===== config.mk =====
export PLATFORM = sky130hd
export DESIGN_NAME = http_chunked_body_decoder
export DESIGN_NICKNAME = d
export VERILOG_FILES = /design/src/hdl/hcbd_pkg.sv /design/src/hdl/http_chunked_body_decoder.sv
export SDC_FILE = /design/constraint.sdc
export NUM_CORES = 1
export LEC_CHECK = 0
export ABC_AREA = 1
export ABC_CLOCK_PERIOD_IN_PS = 2500
export BUFFER_PORTS_ARGS = -buffer_cell sky130_fd_sc_hd__buf_4
export CORE_MARGIN = 3
export CORE_UTILIZATION = 50
export DETAILED_ROUTE_END_ITERATION = 10
export PLACE_DENSITY = 0.7
export SKIP_LAST_GASP = 1
export SLEW_MARGIN = 10
export SYNTH_ARGS = -nofsm -noshare
export SYNTH_HDL_FRONTEND = slang
export SYNTH_SLANG_ARGS = --single-unit
export TNS_END_PERCENT = 100

===== constraint.sdc =====
create_clock -name clk -period 2.5 [get_ports clk]
set_clock_uncertainty 0.1 [all_clocks]
set_input_delay 0.25 -clock clk [delete_from_list [all_inputs] [get_ports clk]]
set_output_delay 0.25 -clock clk [all_outputs]
set_load 0.005 [all_outputs]

===== src/hdl/hcbd_pkg.sv =====
// Shared types and character constants for the chunked body decoder.
package hcbd_pkg;

  // Decoder phase, one-hot
  typedef enum logic [4:0] {
    PH_SIZE  = 5'b00001,
    PH_DATA  = 5'b00010,
    PH_SKIP1 = 5'b00100,
    PH_SKIP2 = 5'b01000,
    PH_DONE  = 5'b10000
  } phase_t;

  // Hex size parser step, one-hot
  typedef enum logic [5:0] {
    HX_WS     = 6'b000001,
    HX_SIGN   = 6'b000010,
    HX_ZERO   = 6'b000100,
    HX_PREFIX = 6'b001000,
    HX_DIGITS = 6'b010000,
    HX_STOP   = 6'b100000
  } hex_step_t;

  // Status reported with the final word
  typedef enum logic [1:0] {
    ST_ZERO_CHUNK = 2'd0,
    ST_NO_END     = 2'd1,
    ST_TRUNCATED  = 2'd2
  } end_status_t;

  localparam logic [7:0] CH_CR    = 8'h0D;
  localparam logic [7:0] CH_LF    = 8'h0A;
  localparam logic [7:0] CH_HT    = 8'h09;
  localparam logic [7:0] CH_SP    = 8'h20;
  localparam logic [7:0] CH_PLUS  = 8'h2B;
  localparam logic [7:0] CH_MINUS = 8'h2D;
  localparam logic [7:0] CH_0     = 8'h30;
  localparam logic [7:0] CH_9     = 8'h39;
  localparam logic [7:0] CH_LA    = 8'h61;
  localparam logic [7:0] CH_LF_HX = 8'h66;
  localparam logic [7:0] CH_UA    = 8'h41;
  localparam logic [7:0] CH_UF    = 8'h46;
  localparam logic [7:0] CH_LX    = 8'h78;
  localparam logic [7:0] CH_UX    = 8'h58;

  // Whitespace as strtoul sees it: space, HT, LF, VT, FF, CR
  function automatic logic is_ws(input logic [7:0] c);
    return (c == CH_SP) || ((c >= CH_HT) && (c <= CH_CR));
  endfunction

  function automatic logic is_hex(input logic [7:0] c);
    return ((c >= CH_0) && (c <= CH_9)) || ((c >= CH_LA) && (c <= CH_LF_HX)) ||
           ((c >= CH_UA) && (c <= CH_UF));
  endfunction

  function automatic logic [3:0] hex_val(input logic [7:0] c);
    logic [7:0] v;
    if ((c >= CH_0) && (c <= CH_9)) begin
      v = c - CH_0;
    end else if ((c >= CH_LA) && (c <= CH_LF_HX)) begin
      v = c - CH_LA + 8'd10;
    end else begin
      v = c - CH_UA + 8'd10;
    end
    return v[3:0];
  endfunction

endpackage


===== src/hdl/http_chunked_body_decoder.sv =====
// HTTP/1.1 chunked transfer decoder: one body word in, at most one result word out.
//
//  Channel | Ports                                   | Contents
//  --------+-----------------------------------------+------------------------------------
//  input   | in_tvalid, in_tready, in_tdata, in_tlast | raw body byte; tlast = final byte
//  output  | out_tvalid, out_tready, out_tdata,       | data byte + chunk number;
//          | out_tuser, out_tlast                    | tuser = valid flag + end status
//
// One word per cycle while the output does not stall: the decode of a word (size line
// parse, data count, skip) is a single combinational pass from the decoder state and
// the incoming byte into the result register; out_tvalid rises in the cycle after acceptance.
// Reset (rst_n low, synchronous) returns the decoder to the start of a size line;
// the final word of a body does the same, so the next word starts a new body.
// Input is taken whenever the result register is empty or is being drained, so
// an output stall holds exactly one result and backpressures the input.
module http_chunked_body_decoder #(
  parameter int SIZE_BITS      = 32,
  parameter int CHUNK_NUM_BITS = 16
) (
  input  logic                   clk,
  input  logic                   rst_n,
  // input word
  input  logic                   in_tvalid,
  output logic                   in_tready,
  input  logic [7:0]             in_tdata,   // [7:0] body_byte
  input  logic                   in_tlast,   // is_final
  // result word
  output logic                   out_tvalid,
  input  logic                   out_tready,
  output logic [((8 + CHUNK_NUM_BITS + 7) / 8) * 8 - 1:0]
                                 out_tdata,  // [7:0] payload_byte, then chunk_number
  output logic [2:0]             out_tuser,  // [0] payload_valid, [2:1] end_status
  output logic                   out_tlast   // body_end
);

  localparam int TDATA_W = ((8 + CHUNK_NUM_BITS + 7) / 8) * 8;

  // Decoder state
  hcbd_pkg::phase_t             phase_r, phase_nxt;
  hcbd_pkg::hex_step_t          step_r, step_nxt;
  logic [SIZE_BITS-1:0]         accum_r, accum_nxt;
  logic                         neg_r, neg_nxt;
  logic                         cr_r, cr_nxt;
  logic [SIZE_BITS-1:0]         left_r, left_nxt;
  logic [CHUNK_NUM_BITS-1:0]    chunk_r, chunk_nxt;

  // Result register
  logic                         ovalid_r, ovalid_nxt;
  logic [7:0]                   obyte_r, obyte_nxt;
  logic                         opv_r, opv_nxt;
  logic [CHUNK_NUM_BITS-1:0]    onum_r, onum_nxt;
  logic                         olast_r, olast_nxt;
  hcbd_pkg::end_status_t        ostat_r, ostat_nxt;

  logic                         accept;
  logic [7:0]                   b;
  hcbd_pkg::hex_step_t          step_a;
  logic                         feed_b;
  logic                         line_end;
  logic [SIZE_BITS-1:0]         line_size;
  logic                         data;
  hcbd_pkg::phase_t             phase_d;
  logic                         fin;

  assign in_tready = !ovalid_r || out_tready;
  assign accept    = in_tvalid && in_tready;
  assign b         = in_tdata;
  assign fin       = in_tlast;

  assign out_tvalid = ovalid_r;
  assign out_tdata  = TDATA_W'({onum_r, obyte_r});
  assign out_tuser  = {ostat_r, opv_r};
  assign out_tlast  = olast_r;

  // Size line decode and data counting for the current word.
  always_comb begin
    step_a    = step_r;
    feed_b    = 1'b0;
    line_end  = 1'b0;
    line_size = accum_r;
    data      = 1'b0;
    phase_d   = phase_r;
    step_nxt  = step_r;
    accum_nxt = accum_r;
    neg_nxt   = neg_r;
    cr_nxt    = cr_r;
    left_nxt  = left_r;
    chunk_nxt = chunk_r;

    unique case (phase_r)
      hcbd_pkg::PH_SIZE: begin
        if (cr_r && (b == hcbd_pkg::CH_LF)) begin
          line_end = 1'b1;
        end else begin
          // A pending CR without LF is whitespace to the parser
          if (cr_r) begin
            step_a = (step_r == hcbd_pkg::HX_WS) ? hcbd_pkg::HX_WS : hcbd_pkg::HX_STOP;
          end
          cr_nxt   = (b == hcbd_pkg::CH_CR);
          feed_b   = (b != hcbd_pkg::CH_CR);
          step_nxt = step_a;
        end

        if (feed_b) begin
          priority if (step_a == hcbd_pkg::HX_WS && hcbd_pkg::is_ws(b)) begin
            step_nxt = hcbd_pkg::HX_WS;
          end else if (step_a == hcbd_pkg::HX_WS && b == hcbd_pkg::CH_PLUS) begin
            step_nxt = hcbd_pkg::HX_SIGN;
          end else if (step_a == hcbd_pkg::HX_WS && b == hcbd_pkg::CH_MINUS) begin
            step_nxt = hcbd_pkg::HX_SIGN;
            neg_nxt  = 1'b1;
          end else if (step_a == hcbd_pkg::HX_WS || step_a == hcbd_pkg::HX_SIGN) begin
            if (b == hcbd_pkg::CH_0) begin
              step_nxt = hcbd_pkg::HX_ZERO;
            end else if (hcbd_pkg::is_hex(b)) begin
              accum_nxt = SIZE_BITS'(hcbd_pkg::hex_val(b));
              step_nxt  = hcbd_pkg::HX_DIGITS;
            end else begin
              step_nxt = hcbd_pkg::HX_STOP;
            end
          end else if (step_a == hcbd_pkg::HX_ZERO &&
                       (b == hcbd_pkg::CH_LX || b == hcbd_pkg::CH_UX)) begin
            step_nxt = hcbd_pkg::HX_PREFIX;
          end else if (step_a == hcbd_pkg::HX_ZERO || step_a == hcbd_pkg::HX_PREFIX ||
                       step_a == hcbd_pkg::HX_DIGITS) begin
            if (hcbd_pkg::is_hex(b)) begin
              // Saturate once the top nibble would be shifted out
              if (accum_r[SIZE_BITS-1 -: 4] != 4'd0) begin
                accum_nxt = '1;
              end else begin
                accum_nxt = {accum_r[SIZE_BITS-5:0], hcbd_pkg::hex_val(b)};
              end
              step_nxt = hcbd_pkg::HX_DIGITS;
            end else begin
              step_nxt = hcbd_pkg::HX_STOP;
            end
          end else begin
            step_nxt = step_a;
          end
        end

        if (line_end) begin
          line_size = (neg_r && (accum_r != '0)) ? '1 : accum_r;
          cr_nxt    = 1'b0;
          step_nxt  = hcbd_pkg::HX_WS;
          accum_nxt = '0;
          neg_nxt   = 1'b0;
          if (line_size == '0) begin
            phase_d = hcbd_pkg::PH_DONE;
          end else begin
            left_nxt = line_size;
            phase_d  = hcbd_pkg::PH_DATA;
          end
        end
      end
      hcbd_pkg::PH_DATA: begin
        data     = 1'b1;
        left_nxt = left_r - SIZE_BITS'(1);
        if (left_r == SIZE_BITS'(1)) begin
          phase_d = hcbd_pkg::PH_SKIP1;
        end
      end
      hcbd_pkg::PH_SKIP1: begin
        phase_d = hcbd_pkg::PH_SKIP2;
      end
      hcbd_pkg::PH_SKIP2: begin
        chunk_nxt = chunk_r + CHUNK_NUM_BITS'(1);
        phase_d   = hcbd_pkg::PH_SIZE;
      end
      hcbd_pkg::PH_DONE: begin
        phase_d = hcbd_pkg::PH_DONE;
      end
      default: begin
        phase_d = hcbd_pkg::PH_DONE;
      end
    endcase

    phase_nxt = phase_d;
    // Final word: start a fresh body on the next word
    if (fin) begin
      phase_nxt = hcbd_pkg::PH_SIZE;
      step_nxt  = hcbd_pkg::HX_WS;
      accum_nxt = '0;
      neg_nxt   = 1'b0;
      cr_nxt    = 1'b0;
      left_nxt  = '0;
      chunk_nxt = '0;
    end
  end

  // Result word
  always_comb begin
    ovalid_nxt = ovalid_r && !out_tready;
    obyte_nxt  = obyte_r;
    opv_nxt    = opv_r;
    onum_nxt   = onum_r;
    olast_nxt  = olast_r;
    ostat_nxt  = ostat_r;
    if (accept && (data || fin)) begin
      ovalid_nxt = 1'b1;
      obyte_nxt  = data ? b : 8'd0;
      opv_nxt    = data;
      onum_nxt   = data ? chunk_r : '0;
      olast_nxt  = fin;
      priority if (!fin) begin
        ostat_nxt = hcbd_pkg::ST_ZERO_CHUNK;
      end else if (phase_d == hcbd_pkg::PH_DONE) begin
        ostat_nxt = hcbd_pkg::ST_ZERO_CHUNK;
      end else if (data && (left_r != SIZE_BITS'(1))) begin
        ostat_nxt = hcbd_pkg::ST_TRUNCATED;
      end else begin
        ostat_nxt = hcbd_pkg::ST_NO_END;
      end
    end
  end

  always_ff @(posedge clk) begin
    if (!rst_n) begin
      phase_r  <= hcbd_pkg::PH_SIZE;
      step_r   <= hcbd_pkg::HX_WS;
      accum_r  <= '0;
      neg_r    <= 1'b0;
      cr_r     <= 1'b0;
      left_r   <= '0;
      chunk_r  <= '0;
      ovalid_r <= 1'b0;
    end else begin
      ovalid_r <= ovalid_nxt;
      if (accept) begin
        phase_r <= phase_nxt;
        step_r  <= step_nxt;
        accum_r <= accum_nxt;
        neg_r   <= neg_nxt;
        cr_r    <= cr_nxt;
        left_r  <= left_nxt;
        chunk_r <= chunk_nxt;
      end
    end
  end

  // Payload holds no reset
  always_ff @(posedge clk) begin
    obyte_r <= obyte_nxt;
    opv_r   <= opv_nxt;
    onum_r  <= onum_nxt;
    olast_r <= olast_nxt;
    ostat_r <= ostat_nxt;
  end

endmodule

# After elaboration in Yosys (flattened, before gate mapping)
# Cells that the tools add are included.
[totals] out_inout_bits=30 reg_bits=122 in_bits=13
[classes] magnitude_cmp=8 n_mux=62 bitwise_logic=1 eq_ne=31 reduce_logical=42 addsub=7
[ops] cell="two-way mux 32 bit" n=18
[ops] cell="two-way mux 6 bit" n=16
[ops] cell="one-hot mux 32 bit (2 select lines)" n=1
[ops] cell="equality test 32 x 1 -> 1 bit, second input constant" n=1
[ops] cell="equality test 8 x 6 -> 1 bit, second input constant" n=4
[ops] cell="zero test 32 bit" n=1
[ops] cell="two-way mux 16 bit" n=2
[ops] cell="!= test 32 x 1 -> 1 bit, second input constant" n=1
[ops] cell="nonzero test 32 bit" n=1
[ops] cell="subtractor 32 x 1 -> 32 bit, second input constant" n=1
[ops] cell="two-way mux 5 bit" n=4
[ops] cell="one-hot mux 5 bit (4 select lines)" n=1
[ops] cell="two-way mux 1 bit" n=17
[ops] cell="adder 16 x 1 -> 16 bit, second input constant" n=1
[ops] cell="equality test 8 x 4 -> 1 bit, second input constant" n=2
[ops] cell="equality test 8 x 7 -> 1 bit, second input constant" n=2
[ops] cell=">= comparator 8 x 7 -> 1 bit, second input constant" n=2
[ops] cell="less-or-equal comparator 8 x 7 -> 1 bit, second input constant" n=2
[ops] cell="!= test 3 bit, second input constant" n=5
[ops] cell="logical AND 1 bit" n=14
[ops] cell="equality test 6 x 1 -> 1 bit, second input constant" n=2
[ops] cell="nonzero test 4 bit" n=3
[ops] cell="subtractor 4 x 1 -> 4 bit, second input constant" n=3
[ops] cell="AND reduction 11 bit" n=1
[ops] cell="30 further kinds" n=46

# Longest topological paths before layout
# Gate-level depths: netlist of run 1.
[logic_depth] depth_word=18 ltp_mapped=16

# Worst setup path before layout of run 1
# No wires, ideal clock.
[synth_path] kind="reg2reg" from="register phase_r[1]" to="register obyte_r[0], enable pin" path_buffers=0 path_stages_with_launch=5 slack_ns=-0.166 arrival_ns=2.151 required_ns=1.986 setup_ns=0.414 cell_sequence="dfxtp_1 > inv_1 > nor4_4 > nor2_1 > nor2_1"
[synth_via] elab_chain_len=4
[synth_lines] item="start, declared" line="http_chunked_body_decoder.sv:39" rtl="hcbd_pkg::phase_t phase_r, phase_nxt;"
[synth_lines] item="start signal, assigned" line="http_chunked_body_decoder.sv:219" rtl="phase_r <= hcbd_pkg::PH_SIZE;"
[synth_lines] item="start signal, assigned" line="http_chunked_body_decoder.sv:230" rtl="phase_r <= phase_nxt;"
[synth_lines] item="equality test 5 x 2 -> 1 bit" line="http_chunked_body_decoder.sv:90" rtl="unique case (phase_r)"
[synth_lines] item="two-way mux 1 bit" line="http_chunked_body_decoder.sv:90"
[synth_lines] item="logical OR 1 bit" line="http_chunked_body_decoder.sv:199" rtl="if (accept && (data || fin)) begin"
[synth_lines] item="logical AND 1 bit" line="http_chunked_body_decoder.sv:199"
[synth_lines] item="end signal, assigned" line="http_chunked_body_decoder.sv:243" rtl="obyte_r <= obyte_nxt;"
[synth_lines] item="end, declared" line="http_chunked_body_decoder.sv:49" rtl="logic [7:0] obyte_r, obyte_nxt;"
# No other way between the ends.
# A chain may end at the register's enable or synchronous reset.

# Worst setup path after layout of run 1
[layout_path] from="register step_r[5]" to="register accum_r[13]"
[layout_via] elab_chain_len=15 elab_cells_between_ends=34 cone_classes="12 x eq/ne; 12 x mux; 10 x reduce/logical"
[layout_lines] item="start, declared" line="http_chunked_body_decoder.sv:40" rtl="hcbd_pkg::hex_step_t step_r, step_nxt;"
[layout_lines] item="start signal, assigned" line="http_chunked_body_decoder.sv:220" rtl="step_r <= hcbd_pkg::HX_WS;"
[layout_lines] item="start signal, assigned" line="http_chunked_body_decoder.sv:231" rtl="step_r <= step_nxt;"
[layout_lines] item="equality test 6 x 1 -> 1 bit" line="http_chunked_body_decoder.sv:97" rtl="step_a = (step_r == hcbd_pkg::HX_WS) ? hcbd_pkg::HX_WS : hcbd_pkg::HX_STOP;"
[layout_lines] item="two-way mux 6 bit" line="http_chunked_body_decoder.sv:97"
[layout_lines] item="two-way mux 6 bit" line="http_chunked_body_decoder.sv:96" rtl="if (cr_r) begin"
[layout_lines] item="two-way mux 6 bit (*)" line="http_chunked_body_decoder.sv:92" rtl="if (cr_r && (b == hcbd_pkg::CH_LF)) begin"
[layout_lines] item="two-way mux 6 bit (*)" line="http_chunked_body_decoder.sv:90"
[layout_lines] item="equality test 6 x 1 -> 1 bit or equality test 6 x 2 -> 1 bit (tied branches)"
[layout_lines] item="logical OR 1 bit" line="http_chunked_body_decoder.sv:112" rtl="end else if (step_a == hcbd_pkg::HX_WS || step_a == hcbd_pkg::HX_SIGN) begin"
[layout_lines] item="two-way mux 32 bit" line="http_chunked_body_decoder.sv:112"
[layout_lines] item="two-way mux 32 bit" line="http_chunked_body_decoder.sv:109" rtl="end else if (step_a == hcbd_pkg::HX_WS && b == hcbd_pkg::CH_MINUS) begin"
[layout_lines] item="two-way mux 32 bit" line="http_chunked_body_decoder.sv:107" rtl="end else if (step_a == hcbd_pkg::HX_WS && b == hcbd_pkg::CH_PLUS) begin"
[layout_lines] item="two-way mux 32 bit" line="http_chunked_body_decoder.sv:105" rtl="priority if (step_a == hcbd_pkg::HX_WS && hcbd_pkg::is_ws(b)) begin"
[layout_lines] item="two-way mux 32 bit" line="http_chunked_body_decoder.sv:104" rtl="if (feed_b) begin"
[layout_lines] item="two-way mux 32 bit" line="http_chunked_body_decoder.sv:142" rtl="if (line_end) begin"
[layout_lines] item="two-way mux 32 bit" line="http_chunked_body_decoder.sv:90"
[layout_lines] item="two-way mux 32 bit" line="http_chunked_body_decoder.sv:180" rtl="if (fin) begin"
[layout_lines] item="end signal, assigned" line="http_chunked_body_decoder.sv:232" rtl="accum_r <= accum_nxt;"
[layout_lines] item="end, declared" line="http_chunked_body_decoder.sv:41" rtl="logic [SIZE_BITS-1:0] accum_r, accum_nxt;"
# Every way passes the cells marked *; elsewhere a longest branch is shown, timed or not. The select of a mux whose other input is x is not followed.

==> results.env, run 1 <==
STATUS='finished, final reports clean'
CLK_ROOT_BUFFER_CELL='sky130_fd_sc_hd__clkbuf_16'
GRT_SETUP_UNREPAIRED='yes'
DIODES=0
TIMING.FINAL.SETUP_VIOLATIONS=0
END_POINT_OF_THE_WORST_HOLD_PATH='obyte_r[7]$_SDFFCE_PN0P_'
SYNTHESIS.AREA_PER_INSTANCE_SQ_UM=7.28
NUMCLOCKSINKS=122
TIMING.FINAL.WS_SETUP_NS=0.126
R2R-END='accum_r[13]$_SDFFE_PN0P_'
HTREE_LEVELS=4
CPMAXSTAGEDELAYCELL='sky130_fd_sc_hd__dfxtp_1'
LAYOUT.CELLS.MOST_COMMON='sky130_fd_sc_hd__nand2_1'
OVERFLOW=0
CTS.HOLD.BUFFERS_ADDED=0
SLEW_VIOLATIONS=0
WORSTSKEWPAIRLATENCY_NS=0.42
DESIGN.DIE.AREA_SQ_UM=15600
WIRELENGTH_MET1_UM=8700
BOUNDARYPINS=43
TIMING.CRITICAL_PATH.TO_TYPE='flop'
PERIOD_MINUS_SLACK_NS=2.37
LAYOUT_WORST_PATH_CYCLE_SHARE_PCT=95.0
WL_MET2_UM=8690
WIRE_LENGTH_OF_THE_FIRST_GLOBAL_ROUTING_PASS_UM=30400
MET3_LENGTH_UM=1330
GRT_ANTENNA_BEFORE_REPAIR=0
TIMING_WORST_SETUP_PATH_TYPE='flop to flop'
SYNTH_FF_TYPE='sky130_fd_sc_hd__dfxtp_1'
SYNTHCELLS=972
ANT_NETS=0
START_UTIL_PCT=52.2
PRE_CTS_SLACK_NS=-0.00116
DRT-INITIAL-DRC-COUNT=625
CRITICAL_PATH_DATA_ARRIVAL_TIME_NS=2.58
RRSETUPSLACK_NS=0.13
TIMING.MAX_SLEW.REL_SLACK_PCT=59.7
LAYOUT-DRIVE-GT1-SHARE_PCT=20.5
HIGHEST_IR_DROP_SEEN_ON_VDD_mV=0.446
ROUTEDWLPERCELL_UM=15.4
AREA_GROWTH_PCT=18.9
SYNTH_CELL_TYPE_COUNT=54
RR_WORST_DEPTH=14
STD_CELL_ROWS=42
DRC=0
DR.PASS1.ITERS=6
GLOBAL_ROUTE.USAGE.TOTAL_PCT=23.4
MOSTFREQUENTLAYOUTCELLS='sky130_fd_sc_hd__nand2_1, sky130_fd_sc_hd__nor2_1, sky130_fd_sc_hd__dfxtp_1, sky130_fd_sc_hd__inv_1'
YOSYSWARNINGCOUNT=0
HOLD_VIOL=0
SYNTH_SEQUENTIAL_AREA_RATIO_PCT=38.5
TRITONCTS_CLOCK_TREE='built'
GRT_START_MAX_NET_PINS=38
PATH_CELLS='clkinv_1 > nand2_1 > nor3_4 > buf_4 > inv_2 > nand2_2 > nor2_2 > nand3_1 > nand3_2 > nand4_4 > buf_12 > clkbuf_16 > nand3_1 > a21oi_2'
PWR_PER_CELL_AREA_nW_PER_UM2=621
DRT-TOTAL-WL_UM=18900
SYNTHTOPCELLSBYAREA='sky130_fd_sc_hd__dfxtp_1, sky130_fd_sc_hd__edfxtp_1, sky130_fd_sc_hd__nand2_1'
TIMING.CRITICAL_PATH.FANOUT_MAX=13
POST_SYNTH_INSTANCE_AREA_SQ_UM=7080
REPORT.POWER.TOTAL_W=0.00523
MAXUSEDROUTINGLAYER='met4'
YOSYS.AREA.TOP_TYPE_SHARE_PCT=26.6
VIAS_PER_CELL=5.49
MAXCLOCKFREQUENCY_GHz=0.421
CORE_BOX_AREA_SQ_UM=13600
LKG_PWR_nW=3.26
FINAL_NETS=1057
PORT_BUFFERS=42
VIA_COUNT=6732
DRV_CAP=0
WORSTSETUPSTARTPOINTTYPE='flop'
MAX_SLEW.WORST_PIN.SLEW_NS=0.599
SYNTH.FF_LATCH_COUNT=122
DIE_X_UM=125
CLOCK_PIN_TRANSITION_ON_THE_WORST_SETUP_AND_HOLD_TIMING_PATHS_NS=0.06
TIMING.CRITICAL_PATH.REQUIRED_NS=2.70
MAX-CLOCK-PATH-BUFFERS=2
SYNTH_NETS=992
ASYNCSETRESETFLOPFRACSYNTH_PCT=0
HPWLAFTERDP_UM=13000
CRIT-REG2REG-LAUNCH='step_r[5]$_SDFFE_PN0P_'
CRITPATHMOSTFREQUENTCELL='sky130_fd_sc_hd__nand3_1'
HOLD_START='in_tdata[7]'
SYNTH_ENABLE_FLOP_CELLS=28
TRITONCTS.NUM_BUFFERS=17
DIE_EXTENT_IN_Y_UM=125
FINALWEIGHTEDCONGESTION=0.953
SLOWEST_DELAY_NS=0.33
GRT_PASS1_VIAS=6097
HP-CLASS='input port to flop'
HOLD_PATH_DEPTH=3
SYNTH_TOP_CELL_BY_AREA='sky130_fd_sc_hd__dfxtp_1'
## synthesized netlist by cell type (all sizes together), types with 3 or more instances
master / instances
or2: 3
o221ai: 3
buf: 18
nand4: 19
nand3b: 4
clkbuf: 20
nor4: 15
nor3: 19
dfxtp: 94
xnor2: 9
nand2: 192
o2111ai: 3
edfxtp: 28
nand3: 78
a21oi: 104
a211oi: 6
inv: 100
o21ai: 59
clkinv: 3
nor2: 153
ha: 7
o211ai: 6
xor2: 12
## repair_timing
| item | CTS | global route |
|---|---|---|
| endpoints found under the setup margin | 0 | 22 |
| resized for setup | 0 | 5 |
| buffers inserted | 0 | 3 |
## flip-flops by register name, summed over array words and instances (netlist names)
name,flops
obyte_r,8
step_r,6
accum_r,32
onum_r,16
out_tvalid,1
chunk_r,16
opv_r,1
cr_r,1
out_tlast,1
left_r,32
phase_r,5
ostat_r,2
neg_r,1
## layout make-up
type / count / area, sq um
fill: 1239 / 5140
multi-input combinational: 711 / 3810
sequential: 122 / 2720
timing repair buffer: 82 / 683
clock buffer: 19 / 443
inverter: 103 / 388
tap: 176 / 220
clock inverter: 13 / 146
## worst max path at each step
stage,to,start,cells past startpoint
2_1_floorplan,accum_r[12]$_SDFFE_PN0P_,in_tdata[0],14
3_3_place_gp,accum_r[25]$_SDFFE_PN0P_,in_tdata[0],14
3_5_place_dp,accum_r[10]$_SDFFE_PN0P_,in_tdata[0],14
4_1_cts,accum_r[10]$_SDFFE_PN0P_,step_r[0]$_SDFFE_PN1P_,11
5_1_grt,accum_r[20]$_SDFFE_PN0P_,step_r[3]$_SDFFE_PN0P_,13
6_report,accum_r[13]$_SDFFE_PN0P_,step_r[5]$_SDFFE_PN0P_,14
## report_power, final
part	switching, W	internal, W	leakage, nW
sequential	0.0000352	0.00206	1.02
combinational	0.000436	0.000248	1.96
clock	0.000950	0.00150	0.272
total	0.00142	0.00381	3.26
## cell families (layout without fill, tap and decap cells)
kind of cell | after synthesis | in the layout | share of synthesized area (%)
and+or+nand+nor | 487 | 489 | 32.5
AOI/OAI and AO/OA | 194 | 194 | 16.8
buffers and inverters | 141 | 217 | 8.42
DFF | 122 | 122 | 38.5
xor gates and xnor gates | 21 | 21 | 2.60
adders and majority gates | 7 | 7 | 1.24
## per-layer routing
layer | vias to the layer above | global-route usage, %
li1 | 3396 | -
met1 | 3104 | 33.0
met2 | 214 | 36.8
met3 | 18 | 5.93
met4 | 0 | 4.66
met5 | - | 0
## metrics by stage
stage / cells / hold slack [ns] / utilization [%] / TNS, ns / instance area [sq um]
after floorplan: 972 / 0.249 / - / 0 / 7080
after global placement: 1188 / 0.354 / 56.9 / 0 / 7710
after detailed placement: 1188 / 0.357 / 56.9 / -0.00116 / 7710
after CTS: 1220 / 0.0688 / 61.2 / 0 / 8300
after global routing: 1226 / 0.0863 / 62.1 / -0.0111 / 8420
final: 1226 / 0.0759 / 62.1 / 0 / 8420
## worst max-delay path: cells and delay by family (launching register included)
kind / cells / cell delay (ns)
AO/OA/AOI/OAI: 1 / 0.06
AND/OR/NAND/NOR: 8 / 1.04
buffers and inverters: 5 / 0.71
flip-flops: 1 / 0.33
Note: power is estimated with default switching activity, not from simulation.
==> run 2: changes to the inputs <==
--- a/config.mk
+++ b/config.mk
@@ -11,6 +11,7 @@
 export CORE_MARGIN = 3
 export CORE_UTILIZATION = 50
 export DETAILED_ROUTE_END_ITERATION = 10
+export GPL_TIMING_DRIVEN = 0
 export PLACE_DENSITY = 0.7
 export SKIP_LAST_GASP = 1
 export SLEW_MARGIN = 10
==> constraint.sdc (replaced) <==
create_clock -name clk -period 2.5 [get_ports clk]
set_clock_uncertainty 0.1 [all_clocks]
set_input_delay 0.625 -clock clk [delete_from_list [all_inputs] [get_ports clk]]
set_output_delay 0.625 -clock clk [all_outputs]
set_load 0.005 [all_outputs]
==> results.env, run 2 (same netlist as run 1, synthesis figures left out) <==
MOSTFREQUENTLAYOUTCELLS='sky130_fd_sc_hd__nand2_1, sky130_fd_sc_hd__nor2_1, sky130_fd_sc_hd__dfxtp_1, sky130_fd_sc_hd__inv_1, sky130_fd_sc_hd__a21oi_1'  # was sky130_fd_sc_hd__nand2_1, sky130_fd_sc_hd__nor2_1, sky130_fd_sc_hd__dfxtp_1, sky130_fd_sc_hd__inv_1
CRITPATHMOSTFREQUENTCELL='sky130_fd_sc_hd__nand2_4'  # was sky130_fd_sc_hd__nand3_1
GRT_SETUP_UNREPAIRED='yes'  # unchanged
FINAL_AREA_SQ_UM=8880  # was 8420 sq um
WORSTSKEWPAIRLATENCY_NS=0.43  # was 0.42 ns
DRC=0  # unchanged
PORT_BUFFERS=41  # was 42
HOLD_START='chunk_r[14]$_SDFFE_PN0P_'  # was in_tdata[7]
TIMING_WORST_SETUP_PATH_TYPE='input port to flop'  # was flop to flop
LAYOUT_WORST_PATH_CYCLE_SHARE_PCT=99.1  # was 95.0%
TIMING.CRITICAL_PATH.TO_TYPE='flop'  # unchanged
HIGHEST_IR_DROP_SEEN_ON_VDD_mV=0.521  # was 0.446 mV
BOUNDARYPINS=43  # unchanged
POSTPLACECELLAREA_SQ_UM=7630  # was 7710 sq um
DRT-TOTAL-WL_UM=20000  # was 18900 um
DRV_CAP=0  # unchanged
CLOCKPOWERSHARE_PCT=48.3  # was 46.8%
ANT_NETS=0  # unchanged
CRIT-REG2REG-LAUNCH='step_r[3]$_SDFFE_PN0P_'  # was step_r[5]$_SDFFE_PN0P_
HTREE_LEVELS=4  # unchanged
P_INT_W=0.00413  # was 0.00381 W
MAXCLOCKFREQUENCY_GHz=0.404  # was 0.421 GHz
CPMAXSTAGEDELAYCELL='sky130_fd_sc_hd__o21ai_4'  # was sky130_fd_sc_hd__dfxtp_1
FINAL_NETS=1076  # was 1057
DR.PASS1.ITERS=5  # was 6
RRSETUPSLACK_NS=0.10  # was 0.13 ns
AREA_GROWTH_PCT=25.5  # was 18.9%
TIMING.FINAL.SETUP_VIOLATIONS=0  # unchanged
POWER_SWITCHING_SHARE_PCT=25.9  # was 27.2%
NUMCLOCKSINKS=122  # unchanged
START_UTIL_PCT=52.2  # unchanged
CP-STARTPOINT='in_tdata[4]'  # was step_r[5]$_SDFFE_PN0P_
TOP_REGS='accum_r: 32 flops, left_r: 32 flops'  # unchanged
R2R-END='accum_r[18]$_SDFFE_PN0P_'  # was accum_r[13]$_SDFFE_PN0P_
DESIGN.DIE.AREA_SQ_UM=15600  # unchanged
CRIT_END='accum_r[18]$_SDFFE_PN0P_'  # was accum_r[13]$_SDFFE_PN0P_
ROUTEDWLPERCELL_UM=16.1  # was 15.4 um
MAX_SLEW.WORST_PIN.SLEW_NS=0.863  # was 0.599 ns
STD_CELL_ROWS=42  # unchanged
GRT_START_MAX_NET_PINS=30  # was 38
NFILLCELLS=1168  # was 1239
PATH_CELLS='buf_4 > nor2_4 > nand2_4 > o21ai_4 > nand2_2 > nand2_4 > nand2_4 > nand2_4 > nor2_8 > a21oi_4 > nand4_4 > nand2_8 > clkbuf_16 > nand2_4 > a21oi_2'  # was clkinv_1 > nand2_1 > nor3_4 > buf_4 > inv_2 > nand2_2 > nor2_2 > nand3_1 > nand3_2 > nand4_4 > buf_12 > clkbuf_16 > nand3_1 > a21oi_2
LAYOUT.CELLS.MOST_COMMON='sky130_fd_sc_hd__nand2_1'  # unchanged
DIE_EXTENT_IN_Y_UM=125  # unchanged
GLOBAL_ROUTE.USAGE.TOTAL_PCT=24.6  # was 23.4%
COMB_POWER_SHARE_PCT=14.1  # was 13.1%
CRITICAL_PATH_DATA_ARRIVAL_TIME_NS=2.73  # was 2.58 ns
HP-CLASS='flop to flop'  # was input port to flop
CTS.HOLD.BUFFERS_ADDED=0  # unchanged
CORE_BOX_AREA_SQ_UM=13600  # unchanged
CLOCK_PIN_TRANSITION_ON_THE_WORST_SETUP_AND_HOLD_TIMING_PATHS_NS=0.06  # about the same
STATUS='finished, final reports clean'  # unchanged
FINAL_CORE_UTILIZATION_PCT=65.5  # was 62.1%
DIE_X_UM=125  # unchanged
TIMING.CRITICAL_PATH.REQUIRED_NS=2.76  # was 2.70 ns
HPWLAFTERDP_UM=14000  # was 13000 um
SLEW_VIOLATIONS=0  # unchanged
PERIOD_MINUS_SLACK_NS=2.48  # was 2.37 ns
CLK_ROOT_BUFFER_CELL='sky130_fd_sc_hd__clkbuf_16'  # unchanged
VIA_COUNT=6966  # was 6732
TOTALNEGATIVESETUPSLACK_NS=0  # unchanged
POWER.SEQUENTIAL.FRACTION_PCT=37.6  # was 40.1%
WORSTSETUPSTARTPOINTTYPE='input port'  # was flop
SLOWEST_DELAY_NS=0.32  # was 0.33 ns
LAYOUT-DRIVE-GT1-SHARE_PCT=22.3  # was 20.5%
TOTAL_SWITCHING_POWER_W=0.00145  # was 0.00142 W
RR_WORST_DEPTH=13  # was 14
VIAS_PER_CELL=5.60  # was 5.49
FINALWEIGHTEDCONGESTION=0.946  # was 0.953
OVERFLOW=0  # unchanged
TRITONCTS.NUM_BUFFERS=17  # unchanged
GRT_ANTENNA_BEFORE_REPAIR=0  # unchanged
HOLD_VIOL=0  # unchanged
DRT-INITIAL-DRC-COUNT=732  # was 625
DIODES=0  # unchanged
LKG_PWR_nW=3.62  # was 3.26 nW
TRITONCTS_CLOCK_TREE='built'  # unchanged
MAX-CLOCK-PATH-BUFFERS=2  # unchanged
WIRE_LENGTH_OF_THE_FIRST_GLOBAL_ROUTING_PASS_UM=31400  # was 30400 um
TIMING.CRITICAL_PATH.FANOUT_MAX=8  # was 13
PWR_PER_CELL_AREA_nW_PER_UM2=628  # was 621 nW/um^2
GRT_PASS1_VIAS=6182  # was 6097
TIMING.MAX_SLEW.REL_SLACK_PCT=42.5  # was 59.7%
[run 2: cell types whose count changed in the layout (fill, tap and decap cells not counted), moves of 5 or more]
cell                       delta
sky130_fd_sc_hd__clkbuf_1    +17
sky130_fd_sc_hd__nor2_1      -15
sky130_fd_sc_hd__nand2_2     -21
sky130_fd_sc_hd__nand2_4     +28
sky130_fd_sc_hd__clkbuf_4     +5
sky130_fd_sc_hd__nand2_1      -6
sky130_fd_sc_hd__buf_4       -15
sky130_fd_sc_hd__nor2_4      +14
[run 2: power by group through the flow]
stage | Combinational, W | Clock [W] | Sequential, W
5_1_grt | 0.000861 | 0.00282 | 0.00210
4_1_cts | 0.000658 | 0.00272 | 0.00209
6_report | 0.000787 | 0.00270 | 0.00210
2_1_floorplan | 0.000468 | 0 | 0.00213
3_3_place_gp | 0.000647 | 0 | 0.00213
3_5_place_dp | 0.000649 | 0 | 0.00213
[run 2: what timing repair did]
| action | CTS | global route |
|---|---|---|
| cloned | 0 | 4 |
| endpoints found under the setup margin | 61 | 70 |
| pin swaps | 3 | 19 |
| gates resized for setup | 3 | 91 |
| setup buffers | 6 | 15 |
[run 2: metal layers]
layer,share of wire [%],vias up,global-route usage [%]
met5,0,-,0
met2,45,253,36.8
met3,8.0,37,7.55
met4,2.0,0,7.02
li1,-,3441,-
met1,45,3235,34.6
[run 2: worst min path at each step]
stage                                    end  slack [ns]  depth (start not counted)
global placement    chunk_r[14]$_SDFFE_PN0P_        0.35                          2
CTS                      out_tlast$_DFFE_PP_        0.34                          1
floorplan                 neg_r$_SDFFE_PN0P_        0.34                          2
finish              chunk_r[14]$_SDFFE_PN0P_        0.37                          2
global route             out_tlast$_DFFE_PP_        0.37                          1
detailed placement  chunk_r[14]$_SDFFE_PN0P_        0.36                          2
[run 2: stage by stage]
step / hold WS (ns) / setup WS [ns] / power [W] / cells
after floorplan: 0.343 / 0.0237 / 0.00260 / 972
after global placement: 0.355 / -0.622 / 0.00278 / 1189
after detailed placement: 0.360 / -0.618 / 0.00278 / 1189
after CTS: 0.338 / -0.0220 / 0.00547 / 1226
after global routing: 0.368 / -0.0929 / 0.00578 / 1245
final: 0.366 / 0.0228 / 0.00558 / 1245
[run 2: worst max-delay path: cells and delay by family]
kind            cells  cell delay, ns
compound gates      3            0.59
buf+inv             2            0.33
simple gates       10            1.16
[run 2: area by class of cell]
| type | instances | area, sq um | area share (%) |
|---|---|---|---|
| multi-input combinational | 710 | 4110 | 46.3 |
| sequential | 122 | 2720 | 30.6 |
| timing repair buffer | 65 | 553 | 6.22 |
| clock buffer | 19 | 443 | 4.99 |
| inverter | 103 | 403 | 4.53 |
| buffer | 37 | 231 | 2.61 |
| tap | 176 | 220 | 2.48 |
| clock inverter | 13 | 199 | 2.24 |
==> run 3: changes to the inputs <==
--- a/config.mk
+++ b/config.mk
@@ -11,8 +11,7 @@
 export CORE_MARGIN = 3
 export CORE_UTILIZATION = 50
 export DETAILED_ROUTE_END_ITERATION = 10
-export GPL_TIMING_DRIVEN = 0
-export PLACE_DENSITY = 0.7
+export PLACE_DENSITY_LB_ADDON = 0.15
 export SKIP_LAST_GASP = 1
 export SLEW_MARGIN = 10
 export SYNTH_ARGS = -nofsm -noshare
==> results.env, run 3 (same netlist as run 1, synthesis figures left out) <==
VIAS_PER_CELL=5.40  # was 5.60
PWR_PER_CELL_AREA_nW_PER_UM2=613  # was 628 nW/um^2
VIA_COUNT=6810  # was 6966
BOUNDARYPINS=43  # unchanged
DP_CELLS=1222  # was 1189
TIMING_WORST_SETUP_PATH_TYPE='input port to flop'  # unchanged
ROUTEDWLPERCELL_UM=15.0  # was 16.1 um
LAYOUT_WORST_PATH_CYCLE_SHARE_PCT=93.7  # was 99.1%
TOP_REGS='accum_r: 32 flops, left_r: 32 flops'  # unchanged
MOSTFREQUENTLAYOUTCELLS='sky130_fd_sc_hd__nand2_1, sky130_fd_sc_hd__nor2_1, sky130_fd_sc_hd__buf_4, sky130_fd_sc_hd__dfxtp_1, sky130_fd_sc_hd__inv_1'  # was sky130_fd_sc_hd__nand2_1, sky130_fd_sc_hd__nor2_1, sky130_fd_sc_hd__dfxtp_1, sky130_fd_sc_hd__inv_1, sky130_fd_sc_hd__a21oi_1
WORSTSKEWPAIRLATENCY_NS=0.43  # about the same
MAXCLOCKFREQUENCY_GHz=0.427  # was 0.404 GHz
HPWLAFTERDP_UM=13200  # was 14000 um
GRT_PASS1_VIAS=6259  # was 6182
HOLD_VIOL=0  # unchanged
CLOCK_PIN_TRANSITION_ON_THE_WORST_SETUP_AND_HOLD_TIMING_PATHS_NS=0.06  # about the same
TIMING.MAX_SLEW.REL_SLACK_PCT=56.6  # was 42.5%
GRT_SETUP_UNREPAIRED='yes'  # unchanged
HIGHEST_IR_DROP_SEEN_ON_VDD_mV=0.512  # was 0.521 mV
OVERFLOW=0  # unchanged
DRV_CAP=0  # unchanged
DESIGN.DIE.AREA_SQ_UM=15600  # unchanged
TRITONCTS_CLOCK_TREE='built'  # unchanged
MAX-CLOCK-PATH-BUFFERS=2  # unchanged
MAX_SLEW.WORST_PIN.SLEW_NS=0.645  # was 0.863 ns
STATUS='finished, final reports clean'  # unchanged
DIODES=0  # unchanged
TIMING.CRITICAL_PATH.TO_TYPE='flop'  # unchanged
CTS.HOLD.BUFFERS_ADDED=0  # unchanged
PRE_CTS_SLACK_NS=-0.272  # was -0.618 ns
DIE_X_UM=125  # unchanged
PORT_BUFFERS=42  # was 41
NFILLCELLS=1214  # was 1168
AREA_GROWTH_PCT=23.1  # was 25.5%
CRITICAL_PATH_DATA_ARRIVAL_TIME_NS=2.56  # was 2.73 ns
PERIOD_MINUS_SLACK_NS=2.34  # was 2.48 ns
WORSTSETUPSTARTPOINTTYPE='input port'  # unchanged
FINALWEIGHTEDCONGESTION=0.983  # was 0.946
TIMING.FINAL.WS_SETUP_NS=0.159  # was 0.0228 ns
DRT-TOTAL-WL_UM=18900  # was 20000 um
FINAL_NETS=1093  # was 1076
TRITONCTS.NUM_BUFFERS=17  # unchanged
DRC=0  # unchanged
DRT-INITIAL-DRC-COUNT=703  # was 732
HTREE_LEVELS=4  # unchanged
DR.PASS1.ITERS=5  # unchanged
ANT_NETS=0  # unchanged
HP-CLASS='flop to flop'  # unchanged
GRT_START_MAX_NET_PINS=38  # was 30
TIMING.CRITICAL_PATH.FANOUT_MAX=24  # was 8
POST_LAYOUT_NONFILLER_INSTANCES=1262  # was 1245
LAYOUT.CELLS.MOST_COMMON='sky130_fd_sc_hd__nand2_1'  # unchanged
LAYOUT-DRIVE-GT1-SHARE_PCT=23.0  # was 22.3%
LKG_PWR_nW=3.43  # was 3.62 nW
TIMING.FINAL.SETUP_VIOLATIONS=0  # unchanged
TIMING.CRITICAL_PATH.REQUIRED_NS=2.72  # was 2.76 ns
DIE_EXTENT_IN_Y_UM=125  # unchanged
CLK_ROOT_BUFFER_CELL='sky130_fd_sc_hd__clkbuf_16'  # unchanged
STD_CELL_ROWS=42  # unchanged
GRT_ANTENNA_BEFORE_REPAIR=1  # was 0
START_UTIL_PCT=52.2  # unchanged
WIRE_LENGTH_OF_THE_FIRST_GLOBAL_ROUTING_PASS_UM=30800  # was 31400 um
NUMCLOCKSINKS=122  # unchanged
TOTALNEGATIVESETUPSLACK_NS=0  # unchanged
SLEW_VIOLATIONS=0  # unchanged
GLOBAL_ROUTE.USAGE.TOTAL_PCT=23.8  # was 24.6%
CORE_BOX_AREA_SQ_UM=13600  # unchanged
==> run 3: metrics by stage <==
step                area (sq um)  hold slack, ns  util [%]  total power (W)
global route                8710           0.368      64.2          0.00553
floorplan                   7100           0.343         -          0.00260
global placement            8010           0.351      59.1          0.00283
CTS                         8610           0.370      63.5          0.00533
finish                      8710           0.369      64.2          0.00534
detailed placement          8010           0.361      59.1          0.00284
==> run 3: worst paths after layout <==
path,startpoint,end,slack (ns),depth (start not counted)
worst min register to register,step_r[5]$_SDFFE_PN0P_,step_r[5]$_SDFFE_PN0P_,0.37,2
worst min-delay path,step_r[5]$_SDFFE_PN0P_,step_r[5]$_SDFFE_PN0P_,0.37,2
worst max register to register,step_r[2]$_SDFFE_PN0P_,accum_r[12]$_SDFFE_PN0P_,0.23,13
worst max-delay path,in_tdata[0],accum_r[12]$_SDFFE_PN0P_,0.16,15
==> run 3: worst max-delay path: stages <==
cell	delay, ns
sky130_fd_sc_hd__buf_4	0.13
sky130_fd_sc_hd__inv_2	0.06
sky130_fd_sc_hd__ha_4	0.13
sky130_fd_sc_hd__nand3_2	0.10
sky130_fd_sc_hd__o21ai_4	0.28
sky130_fd_sc_hd__nand2_4	0.10
sky130_fd_sc_hd__a21oi_4	0.18
sky130_fd_sc_hd__nand2_2	0.11
sky130_fd_sc_hd__nor2_8	0.12
sky130_fd_sc_hd__buf_4	0.12
sky130_fd_sc_hd__nor2_2	0.04
sky130_fd_sc_hd__inv_2	0.30
sky130_fd_sc_hd__a21oi_1	0.11
sky130_fd_sc_hd__nand2_2	0.09
sky130_fd_sc_hd__a21oi_2	0.04
==> run 3: area by class of cell <==
class	instances	area [sq um]	area share [%]
Multi-Input combinational cell	711	3820	43.8
Sequential cell	122	2720	31.3
Timing Repair Buffer	118	961	11.0
Clock buffer	17	425	4.88
Inverter	103	388	4.45
Tap cell	176	220	2.53
Clock inverter	15	175	2.01
==> run 3: layer usage <==
metal / vias to the layer above / part of all wire, % / GRT usage, %
met4: 0 / 1.6 / 7.02
met2: 179 / 46 / 37.6
met5: - / 0 / 0
met3: 29 / 5.8 / 5.46
li1: 3459 / - / -
met1: 3143 / 47 / 32.9
==> run 3: power by group <==
part	switching, W	internal (W)	total [W]	leakage (nW)
clock network	0.000950	0.00156	0.00251	0.277
logic	0.000443	0.000287	0.000730	2.13
registers	0.0000346	0.00206	0.00209	1.02
total	0.00143	0.00391	0.00534	3.43
==> run 3: timing repair <==
item	in CTS	in global routing
gates resized for setup	0	2
setup buffers	0	6
endpoints found under the setup margin	0	32
